--- config.mk ---
export PLATFORM = sky130hd
export DESIGN_NAME = blm_div
export DESIGN_NICKNAME = d
export VERILOG_FILES = /design/src/blm_pkg.sv /design/src/blm_div.sv
export SDC_FILE = /design/constraint.sdc
export NUM_CORES = 1
export LEC_CHECK = 0
export BUFFER_PORTS_ARGS = -buffer_cell sky130_fd_sc_hd__buf_2
export CORE_MARGIN = 5
export CORE_UTILIZATION = 45
export DETAILED_ROUTE_END_ITERATION = 8
export HOLD_SLACK_MARGIN = 0.1
export PLACE_DENSITY = 0.67
export SLEW_MARGIN = 10
export SYNTH_ARGS = -nofsm -noshare
export SYNTH_HDL_FRONTEND = slang
export SYNTH_SLANG_ARGS = --single-unit
--- constraint.sdc ---
create_clock -name clk -period 11.6 [get_ports clk]
set_clock_uncertainty 0.2 [all_clocks]
set_input_delay 1.16 -clock clk [delete_from_list [all_inputs] [get_ports clk]]
set_output_delay 1.16 -clock clk [all_outputs]
set_load 0.01 [all_outputs]
--- src/blm_pkg.sv ---
// ----------------------------------------------------------------------------
// blm_pkg
// shared constants and types for the line minimizer
// ----------------------------------------------------------------------------
package blm_pkg;

	localparam int COUNT_BITS = 16;
	localparam int FRAC_BITS = 40;
	localparam int TOL_SHIFT = 26;
	localparam logic signed [63:0] ZEPS_Q = 64'sd110;
	localparam logic signed [63:0] CGOLD_Q = 64'sd419976058415;
	localparam logic signed [63:0] S64_MAX = 64'sh7fff_ffff_ffff_ffff;
	localparam logic signed [63:0] S64_MIN = 64'sh8000_0000_0000_0000;

	localparam logic [1:0] REG_ABS_TOL = 2'd0;
	localparam logic [1:0] REG_REL_TOL = 2'd1;
	localparam logic [1:0] REG_MAX_EVALS = 2'd2;

	localparam logic KIND_START = 1'b0;
	localparam logic KIND_VALUE = 1'b1;
	localparam logic RES_EVAL = 1'b0;
	localparam logic RES_DONE = 1'b1;

	typedef struct packed {
		logic kind;
		logic signed [63:0] point_a;
		logic signed [63:0] point_x;
		logic signed [63:0] point_b;
		logic signed [63:0] value_a;
		logic signed [63:0] value_x;
		logic signed [63:0] value_b;
		logic signed [63:0] eval_value;
	} in_item_t;

	typedef struct packed {
		logic result_kind;
		logic signed [63:0] eval_point;
		logic signed [63:0] bracket_low;
		logic signed [63:0] bracket_best;
		logic signed [63:0] bracket_high;
		logic signed [63:0] value_low;
		logic signed [63:0] value_best;
		logic signed [63:0] value_high;
		logic [15:0] eval_count;
	} out_item_t;

	typedef struct packed {
		logic [1:0] index;
		logic [63:0] data;
	} cfg_item_t;

	function automatic logic signed [63:0] sadd(logic signed [63:0] a,
			logic signed [63:0] b);
		logic signed [64:0] s;
		s = {a[63], a} + {b[63], b};
		if (s[64] != s[63]) return s[64] ? S64_MIN : S64_MAX;
		return s[63:0];
	endfunction

	function automatic logic signed [63:0] ssub(logic signed [63:0] a,
			logic signed [63:0] b);
		logic signed [64:0] s;
		s = {a[63], a} - {b[63], b};
		if (s[64] != s[63]) return s[64] ? S64_MIN : S64_MAX;
		return s[63:0];
	endfunction

	function automatic logic signed [63:0] sneg(logic signed [63:0] v);
		return (v == S64_MIN) ? S64_MAX : -v;
	endfunction

	function automatic logic [63:0] mag(logic signed [63:0] v);
		return v[63] ? (64'd0 - v) : v;
	endfunction

	function automatic logic signed [63:0] from_mag(logic [63:0] m, logic neg);
		logic [63:0] s;
		s = m[63] ? S64_MAX : m;
		return neg ? -s : s;
	endfunction

	function automatic logic signed [63:0] half(logic signed [63:0] v);
		return v >>> 1;
	endfunction

endpackage

--- src/blm_div.sv ---
// ----------------------------------------------------------------------------
// blm_div
// restoring divider, one quotient bit per cycle: (pm * 2^40) / qm
// ----------------------------------------------------------------------------
module blm_div (
	input  logic        clk,
	input  logic        arst_n,
	input  logic        start,
	input  logic [63:0] pm,
	input  logic [63:0] qm,
	output logic        done,
	output logic [63:0] quo
);
	logic busy_q;
	logic [6:0] cnt_q;
	logic [127:0] num_q;
	logic [63:0] rem_q;
	logic [63:0] quo_q;
	logic [63:0] qm_q;
	logic ovf_q;
	logic [64:0] rs;
	logic take;

	always_comb begin
		rs = {rem_q, num_q[127]};
		take = rs >= {1'b0, qm_q};
	end

	always_ff @(posedge clk or negedge arst_n) begin
		if (!arst_n) begin
			busy_q <= 1'b0;
			done <= 1'b0;
			cnt_q <= '0;
		end else begin
			done <= 1'b0;
			if (start) begin
				busy_q <= 1'b1;
				cnt_q <= '0;
				num_q <= {pm, 64'd0} >> 24;
				rem_q <= '0;
				quo_q <= '0;
				qm_q <= qm;
				ovf_q <= 1'b0;
			end else if (busy_q) begin
				num_q <= num_q << 1;
				if (quo_q[63]) ovf_q <= 1'b1;
				rem_q <= take ? 64'(rs - {1'b0, qm_q}) : rs[63:0];
				quo_q <= {quo_q[62:0], take};
				cnt_q <= cnt_q + 7'd1;
				if (cnt_q == 7'd127) begin
					busy_q <= 1'b0;
					done <= 1'b1;
				end
			end
		end
	end

	assign quo = ovf_q ? blm_pkg::S64_MAX : quo_q;
endmodule

Word-level counts from Yosys, hierarchy flattened:

Index checks and enable logic that the tools add are counted.

* add/sub/neg operators: 2
* $lt $le $gt $ge: 1
* eq/ne operators: 1
* muxes and demuxes: 16
* reduce and logical (&&, ||, !) cells: 3

Operators with widths (number)
* $mux 64: 4
* $mux 128: 1
* $mux 104: 1
* $ge 65x64->1: 1
* $sub 64x64->64: 1
* $mux 7: 2
* $mux 1: 8
* $add 7x1->7 const B: 1
* $eq 7x7->1 const B: 1
* $reduce_and 2->1: 2
* $reduce_bool 2->1: 1

* bits in registers: 330
* input bits: 131
* output and inout port bits: 65
* word-level logic and storage cells: 32

Depth between registers and ports, before layout:

* depth after elaboration: 4
* gate-level depth with buffers: 14
* mapped depth without buffers: 13

Worst setup path after synthesis:

No wires, ideal clock.

* kind: input-to-reg
* start: in start
* end: reg num_q[100] (enable)
* setup time: 0.493 ns
* arrival: 4.391 ns
* required time: 10.907 ns
* setup slack: 6.516 ns
* stages: 3
* path buffers: 1
* cell sequence: clkbuf_1 -> nor2_1 -> nor2b_1

* cells in the longest elaborated chain, start to end: 2

Ends and longest elaborated chain
* start: declaration: line blm_div.sv:8 `input logic start,`
* $reduce_bool 2->1 (no line)
* $reduce_and 2->1 (no line)
* end signal: assignment: line blm_div.sv:39 `num_q <= {pm, 64'd0} >> 24;`
* end signal: assignment: line blm_div.sv:45 `num_q <= num_q << 1;`
* end: declaration: line blm_div.sv:16 `logic [127:0] num_q;`

Every way passes these cells.
A chain may end at the register's enable or synchronous reset.

Final worst setup path:

* start: reg rem_q[0]
* end: reg rem_q[60] (data pin)

* cells in the longest elaborated chain, start to end: 3
* elaborated cells between the ends (all ways): 4
* classes of those cells: add/sub (1); order compare (1); mux (2)

Ends and longest elaborated chain
* start: declaration: line blm_div.sv:17 `logic [63:0] rem_q;`
* start signal: assignment: line blm_div.sv:47 `rem_q <= take ? 64'(rs - {1'b0, qm_q}) : rs[63:0];`
* $sub 64x64->64 / $ge 65x64->1 (equally long branches): line blm_div.sv:47, blm_div.sv:26
* $mux 64 *: line blm_div.sv:47
* $mux 64 *: line blm_div.sv:44 `end else if (busy_q) begin`

Mark *: on every way between the ends. The rest lies on a longest branch, timed or not.

==> metrics.txt <==
final hold vios=0; Post-synth EDFFs=~320; cells resized by post-CTS repair=0; LEAKAGE=9.512 nW; FP Rows=75; Remaining DRCs=0; port bufs=195; post-synth top area cell=edfxtp_1; CTS root buf=clkbuf_16; Hold Buf Count CTS=0; Post-DP Area=a little over 0.02 mm2; final wirelength=between 40 and 50 mm; critical path class=flop to flop; Placed Cells=~2400; core area=0.04195 mm2; largest net degree at the start of global routing=between 150 and 200; die area=0.04669 mm2; Layout Cells excl Fill=roughly 2500; post-layout util=51.53%; setup TNS=0 ns; Area Overhead vs Synth=13.08%; setup repair bufs after CTS=0; num ports=196; sequential-to-total area share from yosys stat=51.61%; Hold WC Path Type=flop to flop; post-synthesis cell area=roughly 0.019 mm2; fin. max-slew vios=0; Total Nets Final=2105; Least-Margin Pin Slew=1.156 ns; fillcell total=3730; initial antenna violation count=5; crit end category=flop; total vias in the final route=around 14000; All-Layer GR Usage=18.58%; worst-case clock buffer depth=3; first-pass GRT wire length=between 70 and 80 mm; post-detailed-placement half-perimeter wirelength=30.11 mm; Syn Inst Count=between 1500 and 2000; most frequent cells in the layout=edfxtp_1, nor2_1, buf_2, nand2_1, mux2i_1; Synth top area share=between 50% and 60%; grt ovf=0; clock sink count=330; GPL Wtd Cong=~0.9; htree depth=2; cell area after layout=~0.022 mm2; #FFs+latches synth=330; worst-path maximum fanout=23; Main synth FF type=edfxtp_1; post-route ant nets=0; routed len/inst=18.17 um; PD cells=164.8 mW/mm2; max-cap violation count=0; die height=around 220 um; Via density=about 5.7; DR pass1 iterations=7; Die Wd=roughly 220 um; Slowest cell on crit path=nor3_4; post-synthesis async set-or-reset flop share=~2.7%; share of cells above drive strength 1=roughly 19%; VDD IR max=roughly 110 uV; Post-Syn Nets=1983; DRT iter0 DRCs=between 1000 and 1500; Tcrit/Tclk final=between 30% and 40%; Clock Latency Late Sink=~0.57 ns; worst path cell trace=ha_1, nor2b_1, o31a_1, o41a_1, o21ai_4, a2111oi_4, nor3_4, buf_4, or3_1, o21ai_0, a2111oi_2; Setup-failing EPs final=0; most common cell after layout, fill and taps aside=edfxtp_1; CTS tree=built; Critical Path Start Type=flop; max incr delay on CP=0.71 ns; Starting Density=45.57%; RSZ-0062 raised after global routing=no; syn avg cell area=~11 um2; max_slew headroom=~23%; Critical Path RT=11.74 ns; vias in the first global route=13750; max frequency=around 230 MHz; clk slew on worst S/H paths=approximately 0.060 ns; Synth area leaders=edfxtp_1, mux2i_1, nor2_1, ha_1, a22o_1; CTS Buf Count=38; Ys Warns=0; WP data arrival=roughly 4.4 ns; status=complete, no violations; Cell variety after synth=85; min Tclk post-route=4.270 ns
[where the power goes]
group | switching, W | leakage, nW | total (W) | internal [W]
Clock | 0.000489 | 0.607 | 0.00122 | 0.000730
Sequential | 0.0000582 | 3.33 | 0.00149 | 0.00144
Combinational | 0.000510 | 5.58 | 0.000849 | 0.000339
[sequential cells by signal, summed over array words and instances (netlist names)]
| signal | flops |
|---|---|
| ovf_q | 1 |
| rem_q | 64 |
| qm_q | 64 |
| quo_q | 64 |
| num_q | 128 |
| busy_q | 1 |
| done | 1 |
| cnt_q | 7 |
[metrics by stage]
| stage | hold WS, ns | power (W) | setup slack [ns] |
|---|---|---|---|
| after floorplan | 0.3118 | 0.002138 | 6.516 |
| after global placement | 0.3173 | 0.002336 | 7.423 |
| after detailed placement | 0.3218 | 0.002354 | 7.352 |
| after CTS | 0.3312 | 0.003599 | 7.322 |
| after global routing | 0.3464 | 0.003751 | 7.091 |
| final | 0.3272 | 0.003562 | 7.330 |
[synthesized netlist by cell type (all sizes together) (3+ instances only)]
cell type / number
nand4: 29
o21a: 14
a31oi: 9
o31a: 6
or2: 67
and3: 7
xnor2: 24
a32oi: 3
a311oi: 44
o31ai: 6
a221oi: 7
nor4: 11
mux2: 4
or3: 18
a21boi: 3
buf: 54
clkbuf: 72
nand3b: 4
edfxtp: 321
and2: 10
nand2b: 10
nand2: 138
ha: 65
a22o: 62
a211o: 3
inv: 88
o311ai: 3
and4: 3
mux2i: 135
a21o: 42
a211oi: 13
nor2: 235
o211ai: 8
nand3: 29
o21bai: 9
a21oi: 89
a2111oi: 5
dfrtp: 9
xor2: 19
nor2b: 9
nor3: 21
a2bb2oi: 3
o21ai: 50
[layout make-up]
type / instances / area, um2 / share of cell area [%]
Antenna cell: 2 / 5.005 / 0.02316
Clock buffer: 47 / 1005 / 4.649
Clock inverter: 23 / 255.2 / 1.181
Timing Repair Buffer: 208 / 1091 / 5.048
Inverter: 88 / 330.3 / 1.528
Tap cell: 539 / 674.4 / 3.120
Multi-Input combinational cell: 1242 / 8384 / 38.79
Sequential cell: 330 / 9868 / 45.66
[critical path: cells and delay by family (launching register included)]
kind	cells	cell delay [ns]
AOI/OAI and AO/OA	6	1.60
and+or+nand+nor	3	1.03
DFF	1	0.46
buffers and inverters	1	0.41
adders and majority gates	1	0.35
[cells by family after synthesis]
kind of cell,count (synthesis),synth area share [%]
xor+xnor,43,1.970
mux,139,7.325
flops,330,51.61
buf+inv,214,4.609
compound gates,398,15.46
simple gates,596,14.67
fa+ha+maj,66,4.360
[per-layer routing]
layer  global-route usage (%)  vias to the layer above  part of all wire [%]
li1                         -                     6854                     -
met1                    26.41                     6816                    46
met2                    28.81                      414                    46
met3                    3.893                       90                   6.1
met4                    5.766                        6                   2.5
met5                        0                        -                 0.067
[path summary, 6_finish.rpt]
path / endpoint / slack, ns / depth (start not counted) / startpoint
setup / recovery: rem_q[60] / 7.33 / 11 / rem_q[0]
hold / removal: num_q[97] / 0.33 / 1 / num_q[96]
setup reg to reg: rem_q[60] / 7.33 / 11 / rem_q[0]
hold reg to reg: num_q[97] / 0.33 / 1 / num_q[96]
max in group asynchronous: busy_q / 9.49 / 2 / arst_n
min in group asynchronous: cnt_q[0] / 1.12 / 2 / arst_n
Note: power is estimated with default switching activity, not from simulation.
