<file path="config.mk">
export PLATFORM = sky130hd
export DESIGN_NAME = blm_mul
export DESIGN_NICKNAME = d
export VERILOG_FILES = /design/src/blm_pkg.sv /design/src/blm_mul.sv
export SDC_FILE = /design/constraint.sdc
export NUM_CORES = 2
export LEC_CHECK = 0
export ABC_AREA = 1
export BUFFER_PORTS_ARGS = -buffer_cell sky130_fd_sc_hd__buf_4
export CORE_MARGIN = 2
export CORE_UTILIZATION = 30
export CTS_BUF_LIST = sky130_fd_sc_hd__clkbuf_2 sky130_fd_sc_hd__clkbuf_4 sky130_fd_sc_hd__clkbuf_8
export DETAILED_ROUTE_END_ITERATION = 12
export PLACE_DENSITY = 0.53
export SLEW_MARGIN = 5
export SYNTH_ARGS = -nofsm -noshare
export SYNTH_HDL_FRONTEND = slang
export SYNTH_SLANG_ARGS = --single-unit
export TNS_END_PERCENT = 20
</file>
<file path="constraint.sdc">
create_clock -name clk -period 10.92 [get_ports clk]
set_clock_uncertainty 0.15 [all_clocks]
set_input_delay 2.184 -clock clk [delete_from_list [all_inputs] [get_ports clk]]
set_output_delay 2.184 -clock clk [all_outputs]
set_load 0.01 [all_outputs]
</file>
<file path="src/blm_pkg.sv">
// ----------------------------------------------------------------------------
// blm_pkg
// shared constants and types for the line minimizer
// ----------------------------------------------------------------------------
package blm_pkg;

	localparam int COUNT_BITS = 16;
	localparam int FRAC_BITS = 40;
	localparam int TOL_SHIFT = 26;
	localparam logic signed [63:0] ZEPS_Q = 64'sd110;
	localparam logic signed [63:0] CGOLD_Q = 64'sd419976058415;
	localparam logic signed [63:0] S64_MAX = 64'sh7fff_ffff_ffff_ffff;
	localparam logic signed [63:0] S64_MIN = 64'sh8000_0000_0000_0000;

	localparam logic [1:0] REG_ABS_TOL = 2'd0;
	localparam logic [1:0] REG_REL_TOL = 2'd1;
	localparam logic [1:0] REG_MAX_EVALS = 2'd2;

	localparam logic KIND_START = 1'b0;
	localparam logic KIND_VALUE = 1'b1;
	localparam logic RES_EVAL = 1'b0;
	localparam logic RES_DONE = 1'b1;

	typedef struct packed {
		logic kind;
		logic signed [63:0] point_a;
		logic signed [63:0] point_x;
		logic signed [63:0] point_b;
		logic signed [63:0] value_a;
		logic signed [63:0] value_x;
		logic signed [63:0] value_b;
		logic signed [63:0] eval_value;
	} in_item_t;

	typedef struct packed {
		logic result_kind;
		logic signed [63:0] eval_point;
		logic signed [63:0] bracket_low;
		logic signed [63:0] bracket_best;
		logic signed [63:0] bracket_high;
		logic signed [63:0] value_low;
		logic signed [63:0] value_best;
		logic signed [63:0] value_high;
		logic [15:0] eval_count;
	} out_item_t;

	typedef struct packed {
		logic [1:0] index;
		logic [63:0] data;
	} cfg_item_t;

	function automatic logic signed [63:0] sadd(logic signed [63:0] a,
			logic signed [63:0] b);
		logic signed [64:0] s;
		s = {a[63], a} + {b[63], b};
		if (s[64] != s[63]) return s[64] ? S64_MIN : S64_MAX;
		return s[63:0];
	endfunction

	function automatic logic signed [63:0] ssub(logic signed [63:0] a,
			logic signed [63:0] b);
		logic signed [64:0] s;
		s = {a[63], a} - {b[63], b};
		if (s[64] != s[63]) return s[64] ? S64_MIN : S64_MAX;
		return s[63:0];
	endfunction

	function automatic logic signed [63:0] sneg(logic signed [63:0] v);
		return (v == S64_MIN) ? S64_MAX : -v;
	endfunction

	function automatic logic [63:0] mag(logic signed [63:0] v);
		return v[63] ? (64'd0 - v) : v;
	endfunction

	function automatic logic signed [63:0] from_mag(logic [63:0] m, logic neg);
		logic [63:0] s;
		s = m[63] ? S64_MAX : m;
		return neg ? -s : s;
	endfunction

	function automatic logic signed [63:0] half(logic signed [63:0] v);
		return v >>> 1;
	endfunction

endpackage

</file>
<file path="src/blm_mul.sv">
// ----------------------------------------------------------------------------
// blm_mul
// shared magnitude multiplier: 64x64 over four 32x32 partial products,
// rounded to Q23.40 and saturated
// ----------------------------------------------------------------------------
module blm_mul (
	input  logic        clk,
	input  logic        arst_n,
	input  logic        start,
	input  logic [63:0] a,
	input  logic [63:0] b,
	output logic        done,
	output logic [63:0] prod
);
	logic [2:0] cnt_q;
	logic busy_q;
	logic [63:0] a_q;
	logic [63:0] b_q;
	logic [127:0] acc_q;
	logic [31:0] pa;
	logic [31:0] pb;
	logic [63:0] pp;
	logic [127:0] sh;
	logic [127:0] rnd;

	always_comb begin
		pa = cnt_q[1] ? a_q[63:32] : a_q[31:0];
		pb = cnt_q[0] ? b_q[63:32] : b_q[31:0];
		pp = pa * pb;
		sh = {64'd0, pp} << (7'(cnt_q[1] + cnt_q[0]) * 7'd32);
		rnd = acc_q + (128'd1 << (blm_pkg::FRAC_BITS - 1));
	end

	always_ff @(posedge clk or negedge arst_n) begin
		if (!arst_n) begin
			busy_q <= 1'b0;
			done <= 1'b0;
			cnt_q <= '0;
		end else begin
			done <= 1'b0;
			if (start) begin
				busy_q <= 1'b1;
				cnt_q <= '0;
				a_q <= a;
				b_q <= b;
				acc_q <= '0;
			end else if (busy_q) begin
				acc_q <= acc_q + sh;
				cnt_q <= cnt_q + 3'd1;
				if (cnt_q == 3'd3) begin
					busy_q <= 1'b0;
					done <= 1'b1;
				end
			end
		end
	end

	always_comb begin
		if (rnd[127:103] != '0) prod = blm_pkg::S64_MAX;
		else prod = {1'b0, rnd[102:40]};
	end
endmodule

</file>
# Word-level counts from Yosys, hierarchy flattened
# Cells that the tools add are included.
# word_totals
regBits	261
out_inout_bits	65
wordCells	28
# op_classes
eq_ne	1
multipliers	1
n_mux	12
addsub	4
shift	1
reduce_logical	3
# ops
cell	n
adder 128 bit	1
adder 128 x 40 -> 128 bit (second input constant)	1
2-to-1 mux 128 bit	1
<< shifter 64 x 7 -> 128 bit	1
multiplier 32 x 32 -> 64 bit	1
2-to-1 mux 32 bit	2
2-to-1 mux 63 bit	1
nonzero test 25 bit	1
2-to-1 mux 1 bit	6
2-to-1 mux 3 bit	2
adder 3 x 1 -> 3 bit (second input constant)	1
equality test 3 x 2 -> 1 bit (second input constant)	1
adder 1 x 1 -> 2 bit	1
AND reduction 2 bit	1
nonzero test 2 bit	1

# Longest topological paths before layout
# logic_depth
depth_word	5
depth_mapped	58
mapped_depth_nobuf	56

# Least setup slack after synthesis
# Ideal clock, no wire load.
# synth_path
path_type	register -> register
start	reg cnt_q[0]
end	reg acc_q[122], data pin
period_less_slack_ps	9535
t_arrival_ps	9132
path_stages_with_launch	48
path_slack_ps	1385
required_ps	10516
setup_time_ps	254
cell_sequence	dfrtp_1 > clkbuf_1 > clkbuf_1 > nand2_1 > o21ai_1 > clkbuf_1 > nor2_1 > fa_1 > inv_1 > fa_1 > fa_1 > fa_1 > inv_1 > fa_1 > inv_1 > fa_1 > inv_1 > fa_1 > [12 not listed] > or2_2 > nand3_1 > o21ai_0 > nor2_1 > ha_1 > nand2_1 > nor2_1 > inv_1 > nor2_1 > inv_1 > nor2_1 > nand2_1 > o21ai_0 > nand4_1 > nand2_1 > nand2_1 > nand3_1 > nand2_1
# synth_between
elab_chain_cells	5
word_cells_on_any_way	6
cone_classes	2 x add/sub; 1 x mul; 1 x shift; 2 x mux
# synth_rtl
element	line_no	source
from (decl)	blm_mul.sv:15	logic [2:0] cnt_q;
from (signal assigned)	blm_mul.sv:49	cnt_q <= cnt_q + 3'd1;
2-to-1 mux 32 bit	blm_mul.sv:28	pb = cnt_q[0] ? b_q[63:32] : b_q[31:0];
multiplier 32 x 32 -> 64 bit	blm_mul.sv:29	pp = pa * pb;
<< shifter 64 x 7 -> 128 bit (*)	blm_mul.sv:30	sh = {64'd0, pp} << (7'(cnt_q[1] + cnt_q[0]) * 7'd32);
adder 128 bit (*)	blm_mul.sv:48	acc_q <= acc_q + sh;
2-to-1 mux 128 bit (*)	blm_mul.sv:47	end else if (busy_q) begin
to (signal assigned)	blm_mul.sv:48	
to (decl)	blm_mul.sv:19	logic [127:0] acc_q;
# Mark *: on every way between the ends. The rest lies on a longest branch, timed or not.
# A chain may end at the register's enable or synchronous reset.

# Worst setup path in the final report
# layout_path
start	reg cnt_q[0]
end	reg acc_q[117], data pin
# Same word-level chain as after synthesis.

==> parameters.txt <==
Parameter                              Value

Run status
  Result of the run ... finished, final reports clean

Worst setup path
  Depth of the most critical reg-to-reg path ... 45
  Kind of cell adding the most delay to the critical path ... adder cells
  Type of destination of the critical path ... register
  CP max stage delay ... 0.59 ns
  Master of the slowest instance on the critical path ... sky130_fd_sc_hd__fa_2
  Critical path start-end classification ... register to register
  CP Buf/Inv Count ... 13
  Reg2Reg Launch Point ... cnt_q[0]
  Arrival time at the worst endpoint ... 11.13 ns
  Worst-case register-to-register setup slack ... 0.24 ns
  Worst R2R End ... acc_q[117]
  Startpoint type of the worst setup path ... register
  Crit Path Max Fanout ... 11
  Required time of the critical path ... 11.37 ns

Logic synthesis
  Synth area leaders ... sky130_fd_sc_hd__fa_1 31%, sky130_fd_sc_hd__edfxtp_1 13%, sky130_fd_sc_hd__nand2_1 10%, sky130_fd_sc_hd__inv_1 10%, sky130_fd_sc_hd__nor2_1 8.6%
  Post-synth EDFFs ... 256
  Count of different cell masters after synthesis ... 59
  Post-synth top area share ... 30.7%
  Top cell type by total area after synthesis ... sky130_fd_sc_hd__fa_1
  Yosys reg bits ... 261
  Sequential element share of the synthesized area ... 13.4%
  Async set or reset register ratio after synthesis ... 1.92%
  Mean cell area of the mapped netlist ... 7.33 um2
  Mapped Cells ... 7976
  Number of warning messages in the yosys log ... 0
  Post-synth net total ... 9397
  Area of the mapped netlist ... 0.0585 mm2
  Primary flip-flop cell chosen by synthesis mapping ... sky130_fd_sc_hd__edfxtp_1

Placed design
  Cell area after placement ... 0.0748 mm2
  Last weighted congestion value of the routability-driven placer ... 1.02
  Worst setup slack before clock tree synthesis ... -0.882 ns
  Number of input and output port buffers inserted ... 194
  Detailed placement HPWL ... 269000 um

Timing
  Final worst-path setup slack ... 0.243 ns
  F_max ... 93.7 MHz
  Worst hold-check slack ... 0.407 ns
  Fraction of the cycle the final worst path needs ... 97.8%
  Worst slew margin relative to its limit ... 13.6%
  Slew @ Worst Pin ... 1.29 ns
  RSZ-0062 raised after global routing ... true
  Final hold violations ... 0
  Pins Over Slew Limit ... 0
  Shortest clock period the worst path allows after layout ... 10.68 ns
  Final setup fails ... 0

Clock tree
  Hold Buf Count CTS ... 0
  CTS H-Tree Depth ... 2
  Maximum clock insertion buffer count ... 3
  Number of clock sinks ... 261
  CTS tree ... yes
  Later-pin clock latency in the skew report ... 0.83 ns
  Reg clk slew, reported paths ... 0.06 ns
  Number of clock buffers inserted by TritonCTS ... 58
  CTS root buffer ... sky130_fd_sc_hd__clkbuf_8

Final layout
  Fraction of layout cells with a size suffix above 1 ... 25.0%
  # fillers ... 20300
  Design Area, Final ... 0.0783 mm2
  Commonest non-fill, non-tap cells in the layout ... 1622 x sky130_fd_sc_hd__buf_4, 1574 x sky130_fd_sc_hd__inv_1, 1549 x sky130_fd_sc_hd__nand2_1
  Commonest non-fill, non-tap cell in the layout ... sky130_fd_sc_hd__buf_4
  Antenna diodes ... 0
  Sequential cell area ... 0.00782 mm2
  Final design utilization ... 40.3%
  P&R area growth vs syn ... 33.9%
  Number of nets in the layout ... 11000
  Multi-input gate area ... 0.0455 mm2

Die
  Std cell rows ... 162
  Initial core utilization ... 30.1%
  I/O pin total ... 196
  Height of the die ... 445 um
  Core region area ... 0.194 mm2
  Die footprint ... 0.198 mm2
  Horizontal die dimension ... 445 um

Detailed routing
  Met3 wire length ... 22900 um
  Via Count ... 61100
  DR WL met2 ... 139000 um
  Detail-routed via count per cell ... 5.04
  Wire length the detailed router placed on met1 ... 129000 um
  Starting DRT DRC Count ... 5614
  Number of search-and-repair iterations in the first detailed-routing pass ... 6
  DRT antenna net count ... 0
  Total wirelength of the detailed-routed design ... 308000 um
  WL/cell ... 25.4 um
  DRC Markers ... 0
  Max layer used ... met5

Worst hold path
  Cells on Worst Hold Path ... 2
  Path category of the worst min-delay check ... register to register
  Worst hold endpoint ... cnt_q[2]
  Worst Hold Launch ... cnt_q[2]

Global routing
  Congestion Overflow GR ... 0
  Total global-route track usage ... 30.8%
  Number of global-route vias before repair ... 62800
  Number of antenna violations at the first check in global routing ... 11
  Pin count of the biggest net entering global routing ... 70
  First-pass GRT wire length ... 439000 um

Job
  Number of max-cap violations ... 0
[synthesized netlist by cell type, drive strengths merged (16+ instances only)]
library cell,number
clkbuf,202
nor3,89
inv,1596
fa,897
xnor2,31
nand4,63
nand3b,17
nand2,1602
o22ai,24
a21o,35
ha,393
o21ai,406
clkinv,31
a21oi,384
xor2,96
nor4,16
buf,27
o21bai,56
nand3,252
or2,64
edfxtp,256
nor2,1356
[flip-flops by register name, indices dropped and copies added, names as in the netlist]
| register | count |
|---|---|
| busy_q | 1 |
| acc_q | 128 |
| done | 1 |
| cnt_q | 3 |
| b_q | 64 |
| a_q | 64 |
[through the flow]
| step | cells | TNS [ns] |
|---|---|---|
| 2_1_floorplan | 7976 | 0 |
| 3_3_place_gp | 12000 | -28.77 |
| 3_5_place_dp | 12000 | -27.70 |
| 4_1_cts | 12100 | 0 |
| 5_1_grt | 12100 | -0.943 |
| 6_report | 12100 | 0 |
[worst max path at each step]
stage / cells after the start / from / endpoint / slack (ns)
after detailed placement: 47 / cnt_q[1] / acc_q[86] / -0.88
final: 45 / cnt_q[0] / acc_q[117] / 0.24
after floorplan: 47 / cnt_q[0] / acc_q[122] / 1.38
after CTS: 55 / cnt_q[1] / acc_q[107] / 0.004
after global routing: 47 / cnt_q[0] / acc_q[123] / -0.08
after global placement: 47 / cnt_q[1] / acc_q[86] / -0.88
[cells by family (layout without fill, tap and decap cells)]
kind of cell / after synthesis / count (layout) / share of synthesized area, %
adder cells (fa/ha/maj): 1290 / 1290 / 39.1
buffers and inverters: 1856 / 3479 / 12.1
AO/OA/AOI/OAI: 968 / 968 / 9.04
flip-flops: 261 / 261 / 13.4
other: 1 / 1 / 0.00641
XOR/XNOR: 127 / 127 / 1.90
AND/OR/NAND/NOR: 3473 / 3473 / 24.5
[worst register-to-register path, delay by kind of cell, from the launching register on]
family          cells  cell delay [ns]
flops               1             0.50
buf+inv            13             1.78
compound gates     10             1.78
fa+ha+maj          10             4.70
simple gates       12             1.57
[final cells by class]
cell class / count / share of cell area [%]
multi-input cells: 5859 / 58.1
repair buffers: 1743 / 18.4
flip-flops and latches: 261 / 9.99
inverters: 1627 / 7.85
well taps: 2542 / 4.06
clock buffers: 76 / 1.24
clock inverters: 33 / 0.411
[timing repair]
item	in CTS	in global routing
pin swaps	3	78
cloned	0	3
resized for setup	59	483
hold endpoints to repair	0	0
setup buffers	3	34
endpoints found under the setup margin	78	92
[metal layers]
metal / global-route usage, % / vias to the layer above
met1: 40.5 / 30400
met3: 4.94 / 592
met2: 49.6 / 2479
li1: - / 27700
met4: 14.1 / 16
met5: 0 / -
Power is left out: the tool's default activity adds up to more than one toggle a clock period on the data nets, which glitch-free logic cannot reach.
